--- config.mk ---
export PLATFORM = sky130hd
export DESIGN_NAME = odo_ctrl
export DESIGN_NICKNAME = d
export VERILOG_FILES = /design/src/hw/rtl/odo_pkg.sv /design/src/hw/rtl/odo_ctrl.sv
export SDC_FILE = /design/constraint.sdc
export NUM_CORES = 1
export LEC_CHECK = 0
export BUFFER_PORTS_ARGS = -buffer_cell sky130_fd_sc_hd__buf_2
export CAP_MARGIN = 20
export CORE_ASPECT_RATIO = 0.9
export CORE_MARGIN = 2
export CORE_UTILIZATION = 25
export DETAILED_ROUTE_END_ITERATION = 6
export MAX_ROUTING_LAYER = met4
export PLACE_DENSITY = 0.49
export RECOVER_POWER = 50
export SLEW_MARGIN = 0
export SYNTH_ARGS = -nofsm -noshare
export SYNTH_HDL_FRONTEND = slang
export SYNTH_SLANG_ARGS = --single-unit
--- constraint.sdc ---
create_clock -name clk -period 4.1 [get_ports clk]
set_input_delay 0.41 -clock clk [delete_from_list [all_inputs] [get_ports clk]]
set_output_delay 0.41 -clock clk [all_outputs]
set_load 0.05 [all_outputs]
--- src/hw/rtl/odo_pkg.sv ---
// Shared types, constants, microprogram and arctangent table of the odometry block.
`timescale 1ns / 1ps
`default_nettype none
package odo_pkg;

    localparam int CFG_W     = 24;
    localparam int CFG_IDX_W = 2;
    localparam int PC_W      = 5;
    localparam int ITER_W    = 5;
    localparam int PROG_LEN  = 25;
    localparam int DIV_STEPS = 24;

    localparam logic [CFG_IDX_W-1:0] CFG_LEFT_SCALE  = 2'd0;
    localparam logic [CFG_IDX_W-1:0] CFG_RIGHT_SCALE = 2'd1;
    localparam logic [CFG_IDX_W-1:0] CFG_INV_BASE    = 2'd2;

    localparam logic [CFG_W-1:0] SCALE_RESET = 24'd537830;
    localparam logic [CFG_W-1:0] INV_RESET   = 24'd3084047;

    localparam logic [15:0] RAD_LO  = 16'h60DC;
    localparam logic [15:0] RAD_HI  = 16'h28BE;
    localparam logic [15:0] GAIN    = 16'h9B75;
    localparam logic [15:0] VEL_LO  = 16'h4240;
    localparam logic [15:0] VEL_HI  = 16'h000F;

    typedef struct packed {
        logic signed [31:0] left_count;
        logic signed [31:0] right_count;
        logic [23:0]        elapsed_us;
    } in_word_t;

    typedef struct packed {
        logic signed [31:0] pos_x;
        logic signed [31:0] pos_y;
        logic [31:0]        yaw;
        logic signed [23:0] lin_vel;
        logic signed [23:0] ang_vel;
    } out_word_t;

    typedef enum logic [3:0] {
        OP_NONE, OP_ACC_LD, OP_DL, OP_DR, OP_DSUM, OP_DTH, OP_ANG, OP_VSUM,
        OP_CINIT, OP_CSTEP, OP_POSE, OP_DINIT, OP_DSTEP, OP_LVEL, OP_AVEL
    } op_t;

    typedef enum logic [2:0] {
        A_DLC, A_DRC, A_DIFF, A_DTH, A_D, A_DS8
    } a_sel_t;

    typedef enum logic [3:0] {
        B_SL_LO, B_SL_HI, B_SR_LO, B_SR_HI, B_W_LO, B_W_HI,
        B_RAD_LO, B_RAD_HI, B_GAIN, B_VEL_LO, B_VEL_HI
    } b_sel_t;

    typedef struct packed {
        logic   mul_en;
        a_sel_t a_sel;
        b_sel_t b_sel;
        op_t    op;
    } uop_t;

    typedef struct packed {
        logic              capture;
        logic              out_load;
        uop_t              uop;
        logic [ITER_W-1:0] iter;
    } ctl_cmd_t;

    function automatic uop_t mk_uop(input logic m, input a_sel_t a, input b_sel_t b,
                                    input op_t op);
        uop_t u;
        u.mul_en = m;
        u.a_sel  = a;
        u.b_sel  = b;
        u.op     = op;
        return u;
    endfunction

    function automatic uop_t prog(input logic [PC_W-1:0] pc);
        uop_t u;
        u = mk_uop(1'b0, A_DLC, B_SL_LO, OP_NONE);
        unique case (pc)
            5'd0:  u = mk_uop(1'b1, A_DLC,  B_SL_LO,  OP_NONE);
            5'd1:  u = mk_uop(1'b1, A_DLC,  B_SL_HI,  OP_ACC_LD);
            5'd2:  u = mk_uop(1'b1, A_DRC,  B_SR_LO,  OP_DL);
            5'd3:  u = mk_uop(1'b1, A_DRC,  B_SR_HI,  OP_ACC_LD);
            5'd4:  u = mk_uop(1'b0, A_DLC,  B_SL_LO,  OP_DR);
            5'd5:  u = mk_uop(1'b0, A_DLC,  B_SL_LO,  OP_DSUM);
            5'd6:  u = mk_uop(1'b1, A_DIFF, B_W_LO,   OP_NONE);
            5'd7:  u = mk_uop(1'b1, A_DIFF, B_W_HI,   OP_ACC_LD);
            5'd8:  u = mk_uop(1'b0, A_DLC,  B_SL_LO,  OP_DTH);
            5'd9:  u = mk_uop(1'b1, A_DTH,  B_RAD_LO, OP_NONE);
            5'd10: u = mk_uop(1'b1, A_DTH,  B_RAD_HI, OP_ACC_LD);
            5'd11: u = mk_uop(1'b1, A_D,    B_GAIN,   OP_ANG);
            5'd12: u = mk_uop(1'b0, A_DLC,  B_SL_LO,  OP_CINIT);
            5'd13: u = mk_uop(1'b0, A_DLC,  B_SL_LO,  OP_CSTEP);
            5'd14: u = mk_uop(1'b1, A_DS8,  B_VEL_LO, OP_POSE);
            5'd15: u = mk_uop(1'b1, A_DS8,  B_VEL_HI, OP_ACC_LD);
            5'd16: u = mk_uop(1'b0, A_DLC,  B_SL_LO,  OP_VSUM);
            5'd17: u = mk_uop(1'b0, A_DLC,  B_SL_LO,  OP_DINIT);
            5'd18: u = mk_uop(1'b0, A_DLC,  B_SL_LO,  OP_DSTEP);
            5'd19: u = mk_uop(1'b1, A_DTH,  B_VEL_LO, OP_LVEL);
            5'd20: u = mk_uop(1'b1, A_DTH,  B_VEL_HI, OP_ACC_LD);
            5'd21: u = mk_uop(1'b0, A_DLC,  B_SL_LO,  OP_VSUM);
            5'd22: u = mk_uop(1'b0, A_DLC,  B_SL_LO,  OP_DINIT);
            5'd23: u = mk_uop(1'b0, A_DLC,  B_SL_LO,  OP_DSTEP);
            5'd24: u = mk_uop(1'b0, A_DLC,  B_SL_LO,  OP_AVEL);
            default: u = mk_uop(1'b0, A_DLC, B_SL_LO, OP_NONE);
        endcase
        return u;
    endfunction

    function automatic logic [31:0] atan_bam(input logic [4:0] i);
        logic [31:0] a;
        unique case (i)
            5'd0:  a = 32'h20000000;
            5'd1:  a = 32'h12E4051E;
            5'd2:  a = 32'h09FB385B;
            5'd3:  a = 32'h051111D4;
            5'd4:  a = 32'h028B0D43;
            5'd5:  a = 32'h0145D7E1;
            5'd6:  a = 32'h00A2F61E;
            5'd7:  a = 32'h00517C55;
            5'd8:  a = 32'h0028BE53;
            5'd9:  a = 32'h00145F2F;
            5'd10: a = 32'h000A2F98;
            5'd11: a = 32'h000517CC;
            5'd12: a = 32'h00028BE6;
            5'd13: a = 32'h000145F3;
            5'd14: a = 32'h0000A2FA;
            5'd15: a = 32'h0000517D;
            5'd16: a = 32'h000028BE;
            5'd17: a = 32'h0000145F;
            5'd18: a = 32'h00000A30;
            5'd19: a = 32'h00000518;
            5'd20: a = 32'h0000028C;
            5'd21: a = 32'h00000146;
            5'd22: a = 32'h000000A3;
            5'd23: a = 32'h00000051;
            5'd24: a = 32'h00000029;
            5'd25: a = 32'h00000014;
            5'd26: a = 32'h0000000A;
            5'd27: a = 32'h00000005;
            5'd28: a = 32'h00000003;
            5'd29: a = 32'h00000001;
            5'd30: a = 32'h00000001;
            default: a = 32'h00000000;
        endcase
        return a;
    endfunction

endpackage
`default_nettype wire

--- src/hw/rtl/odo_ctrl.sv ---
// Controller state machine that sequences the odometry datapath microprogram.
`timescale 1ns / 1ps
`default_nettype none
module odo_ctrl #(
    parameter int CORDIC_STAGES = 16
) (
    input  logic              clk,
    input  logic              rst_n,
    input  logic              in_valid,
    output logic              in_ready,
    input  logic              out_ready,
    output logic              out_valid,
    output odo_pkg::ctl_cmd_t cmd
);
    import odo_pkg::*;

    typedef enum logic [2:0] {
        S_IDLE = 3'b001,
        S_RUN  = 3'b010,
        S_DONE = 3'b100
    } state_t;

    localparam logic [ITER_W-1:0] CORD_LAST = ITER_W'(CORDIC_STAGES - 1);
    localparam logic [ITER_W-1:0] DIV_LAST  = ITER_W'(DIV_STEPS - 1);
    localparam logic [PC_W-1:0]   PC_LAST   = PC_W'(PROG_LEN - 1);

    state_t            state_reg, state_next;
    logic [PC_W-1:0]   pc_reg, pc_next;
    logic [ITER_W-1:0] cnt_reg, cnt_next;
    logic              out_valid_reg, out_valid_next;
    uop_t              uop;
    logic              is_loop;
    logic [ITER_W-1:0] loop_last;
    logic              in_fire;
    logic              out_load;

    assign uop       = prog(pc_reg);
    assign is_loop   = (uop.op == OP_CSTEP) || (uop.op == OP_DSTEP);
    assign loop_last = (uop.op == OP_CSTEP) ? CORD_LAST : DIV_LAST;
    assign in_ready  = (state_reg == S_IDLE);
    assign in_fire   = in_valid && in_ready;
    assign out_valid = out_valid_reg;

    always_comb
    begin
        state_next     = state_reg;
        pc_next        = pc_reg;
        cnt_next       = cnt_reg;
        out_valid_next = out_valid_reg;
        out_load       = 1'b0;
        if (out_valid_reg && out_ready)
        begin
            out_valid_next = 1'b0;
        end
        unique case (state_reg)
            S_IDLE:
            begin
                if (in_fire)
                begin
                    state_next = S_RUN;
                    pc_next    = '0;
                    cnt_next   = '0;
                end
            end
            S_RUN:
            begin
                if (is_loop && (cnt_reg != loop_last))
                begin
                    cnt_next = cnt_reg + 1'b1;
                end
                else
                begin
                    cnt_next = '0;
                    if (pc_reg == PC_LAST)
                    begin
                        state_next = S_DONE;
                    end
                    else
                    begin
                        pc_next = pc_reg + 1'b1;
                    end
                end
            end
            S_DONE:
            begin
                if (!out_valid_reg || out_ready)
                begin
                    out_load       = 1'b1;
                    out_valid_next = 1'b1;
                    state_next     = S_IDLE;
                end
            end
            default: state_next = S_IDLE;
        endcase
    end

    always_comb
    begin
        cmd          = '0;
        cmd.capture  = in_fire;
        cmd.out_load = out_load;
        cmd.iter     = cnt_reg;
        if (state_reg == S_RUN)
        begin
            cmd.uop = uop;
        end
        else
        begin
            cmd.uop = mk_uop(1'b0, A_DLC, B_SL_LO, OP_NONE);
        end
    end

    always_ff @(posedge clk or negedge rst_n)
    begin
        if (!rst_n)
        begin
            state_reg     <= S_IDLE;
            pc_reg        <= '0;
            cnt_reg       <= '0;
            out_valid_reg <= 1'b0;
        end
        else
        begin
            state_reg     <= state_next;
            pc_reg        <= pc_next;
            cnt_reg       <= cnt_next;
            out_valid_reg <= out_valid_next;
        end
    end

    a_pc_range: assert property (@(posedge clk) disable iff (!rst_n)
        (state_reg == S_RUN) |-> (pc_reg <= PC_LAST))
        else $error("microprogram counter ran past the program");

    a_cord_cnt: assert property (@(posedge clk) disable iff (!rst_n)
        (state_reg == S_RUN && uop.op == OP_CSTEP) |-> (cnt_reg <= CORD_LAST))
        else $error("CORDIC iteration count out of range");

    a_start: assert property (@(posedge clk) disable iff (!rst_n)
        in_fire |=> (state_reg == S_RUN && pc_reg == '0))
        else $error("accepted word did not start the program");

    a_no_overwrite: assert property (@(posedge clk) disable iff (!rst_n)
        out_load |-> (!out_valid_reg || out_ready))
        else $error("output word overwritten before it was taken");

endmodule
`default_nettype wire

==> impl_metrics.csv <==
group,metric,value,unit
clock_tree,cts_tree,"yes",
power_and_ir_drop,peakVddDrop,0.2476,mV
floorplanning,ioPinCount,25,
critical_path,worstSetupPathType,"register to output port",
detailed_routing,drt_wl_total,3135,um
hold_path,min-delay-path-class,"input port to async pin",
synthesis,synthTopCellsByCount,"17 x nor2_1, 13 x a21oi_1, 13 x dfrtp_1",
clock_tree,cts-resized-gates,0,
grt,grt_pass1_wl,5326,um
placed_design,dp_hpwl,2290,um
floorplanning,row_count,24,
grt,grt_pass1_vias,1056,
critical_path,worstSetupEndpointType,"output port",
timing,worst_clock_skew,0.002249,ns
cells_and_area,n_antenna_cell,0,
clock_tree,cts.sinks,14,
timing,whs,0.2084,ns
critical_path,worst-path-max-fanout,8,
cells_and_area,final_cells,241,
detailed_routing,dr.pass1.iters,4,
clock_tree,ctsHoldBuffers,0,
synthesis,synth_cell_types,49,
cells_and_area,drive_gt1_frac,0.1477,
critical_path,worstPathRequired,3.69,ns
cells_and_area,final_nets,190,
detailed_routing,routedWlPerCell,13.01,um
detailed_routing,initialDrtViolationCount,82,
clock_tree,postCtsSetupBuffers,0,
timing,slew_violations,0,
timing,min_period_over_period,0.6871,
synthesis,synth_edf_count,0,
detailed_routing,ant_nets,0,
synthesis,postSynthCellCount,158,
floorplanning,die_height,71.85,um
power_and_ir_drop,leakage,0.6279,nW
timing,worst_pin_slew,0.8914,ns
clock_tree,numCtsBuffers,3,
timing,setup_viol,0,
timing,rsz0062_at_grt,"false",
critical_path,critPathLaunchType,"register",
synthesis,yosys.area.top_type,"dfrtp_1",
detailed_routing,drcViolationCount,0,
critical_path,crit_arrival,2.41,ns
timing,relSlewSlack,0.4012,
detailed_routing,vias,1155,
placed_design,place_congestion,0.7544,
synthesis,ys_seq_area_frac,0.2750,
floorplanning,dieArea,5704,um^2
floorplanning,initial_utilization,0.2612,
synthesis,netlist.area_leader.share,0.2544,
synthesis,synth-main-ff-cell,"dfrtp_1",
clock_tree,cts_buffer_depth,2,
synthesis,synth_most_common_cell,"nor2_1",
floorplanning,core-area,4895,um^2
clock_tree,cts_root_buf,"clkbuf_8",
run,cap_violations,0,
synthesis,synth_area_leaders,"dfrtp_1 25%, ha_1 8.8%, mux2i_1 6.3%",
placed_design,placedInstanceArea,1424,um^2
clock_tree,clk_latency,0.25,ns
placed_design,placed_cells,237,
timing,fmax,355.0,MHz
cells_and_area,syn_to_final_growth,14.78,%
cells_and_area,fin_area,1468,um^2
grt,grt.total_usage,0.1226,
cells_and_area,fillers,544,
timing,fin_tns_setup,0,ns
outcome,run_status,"finished, final reports clean",
grt,grt_max_degree,26,
synthesis,async_flop_share,1.000,
grt,globalRoute.totalOverflow,0,
clock_tree,cts.clk_slew.worst_paths,0.06,ns
timing,period_needed,2.817,ns
synthesis,ys_seq_elements,14,
detailed_routing,vias_per_cell,4.793,
synthesis,avgSynthCellArea,8.093,um^2
synthesis,synth.cell_area,1279,um^2
floorplanning,dieWidth,79.39,um
timing,finalHoldViolCount,0,
clock_tree,cts-htree-levels,1,
placed_design,port-buffer-count,24,
synthesis,ys_warn_count,0,
power_and_ir_drop,pwr_density_cell,365.7,nW/um^2
grt,antenna_found_initial,0,
synthesis,synth_nets,171,
==> critical path, stage by stage (launching register included) <==
cell and delay [ns]:
dfrtp_1 0.50, inv_1 0.18, ha_1 0.39, inv_1 0.08, nor2_1 0.20, a21oi_1 0.07
a211oi_1 0.27, a31oi_1 0.07, nor2_1 0.12, buf_2 0.27
==> final timing paths <==
check / startpoint / to / slack (ns) / cells after the start
worst min-delay path: rst_n / state_reg[1] / 0.21 / 1
worst min register to register: out_valid / out_valid / 0.55 / 2
max in group asynchronous: rst_n / cnt_reg[0] / 3.41 / 1
worst max register to register: pc_reg[0] / pc_reg[2] / 1.48 / 9
min in group clk: in_valid / state_reg[0] / 0.48 / 4
worst max-delay path: pc_reg[0] / cmd[10] / 1.28 / 9
==> power breakdown <==
part           switching, mW  leakage [nW]  internal (mW)
clock network         0.0544        0.0288         0.0852
registers             0.0245         0.190          0.153
logic                  0.154         0.410         0.0654
total                  0.233         0.628          0.304
==> layer usage <==
| layer | track usage | wire length, um | vias up |
|---|---|---|---|
| met1 | 0.1811 | 1686 | 529 |
| met2 | 0.1657 | 1266 | 29 |
| met5 | - | 0 | - |
| li1 | - | - | 593 |
| met4 | 0.02299 | 19 | 0 |
| met3 | 0.03526 | 164 | 4 |
==> placed cells by master (no fill, tap or decap), types with 5 or more instances in the layout <==
| cell type | synthesis | layout |
|---|---|---|
| mux2i_1 | 8 | 8 |
| ha_1 | 9 | 9 |
| clkbuf_1 | 3 | 9 |
| dfrtp_1 | 13 | 13 |
| nand2_1 | 12 | 12 |
| nor3_1 | 5 | 5 |
| o21ai_0 | 9 | 9 |
| a21oi_1 | 13 | 13 |
| inv_1 | 9 | 9 |
| buf_2 | 1 | 15 |
| nor2_1 | 17 | 17 |
==> stage by stage <==
| step | total power, mW | util | setup slack [ns] |
|---|---|---|---|
| 2_1_floorplan | 0.3587 | - | 1.147 |
| 3_3_place_gp | 0.4033 | 0.2909 | 1.502 |
| 3_5_place_dp | 0.4036 | 0.2909 | 1.482 |
| 4_1_cts | 0.5466 | 0.3021 | 1.253 |
| 5_1_grt | 0.5811 | 0.2998 | 1.033 |
| 6_report | 0.5368 | 0.2998 | 1.283 |
==> layout make-up <==
cell class	instances	area, um^2	area share
multi-input cells	125	837.1	0.5703
repair buffers	24	108.9	0.07417
well taps	65	81.33	0.05541
clock buffers	4	55.05	0.03751
inverters	9	33.78	0.02302
flip-flops and latches	14	351.6	0.2396
==> cell families after synthesis <==
logic type / synth area share
flops: 0.2750
xor+xnor: 0.02055
compound gates: 0.1898
buf+inv: 0.07044
fa+ha+maj: 0.08806
simple gates: 0.2671
mux: 0.08904
Note: power is estimated with default switching activity, not from simulation.
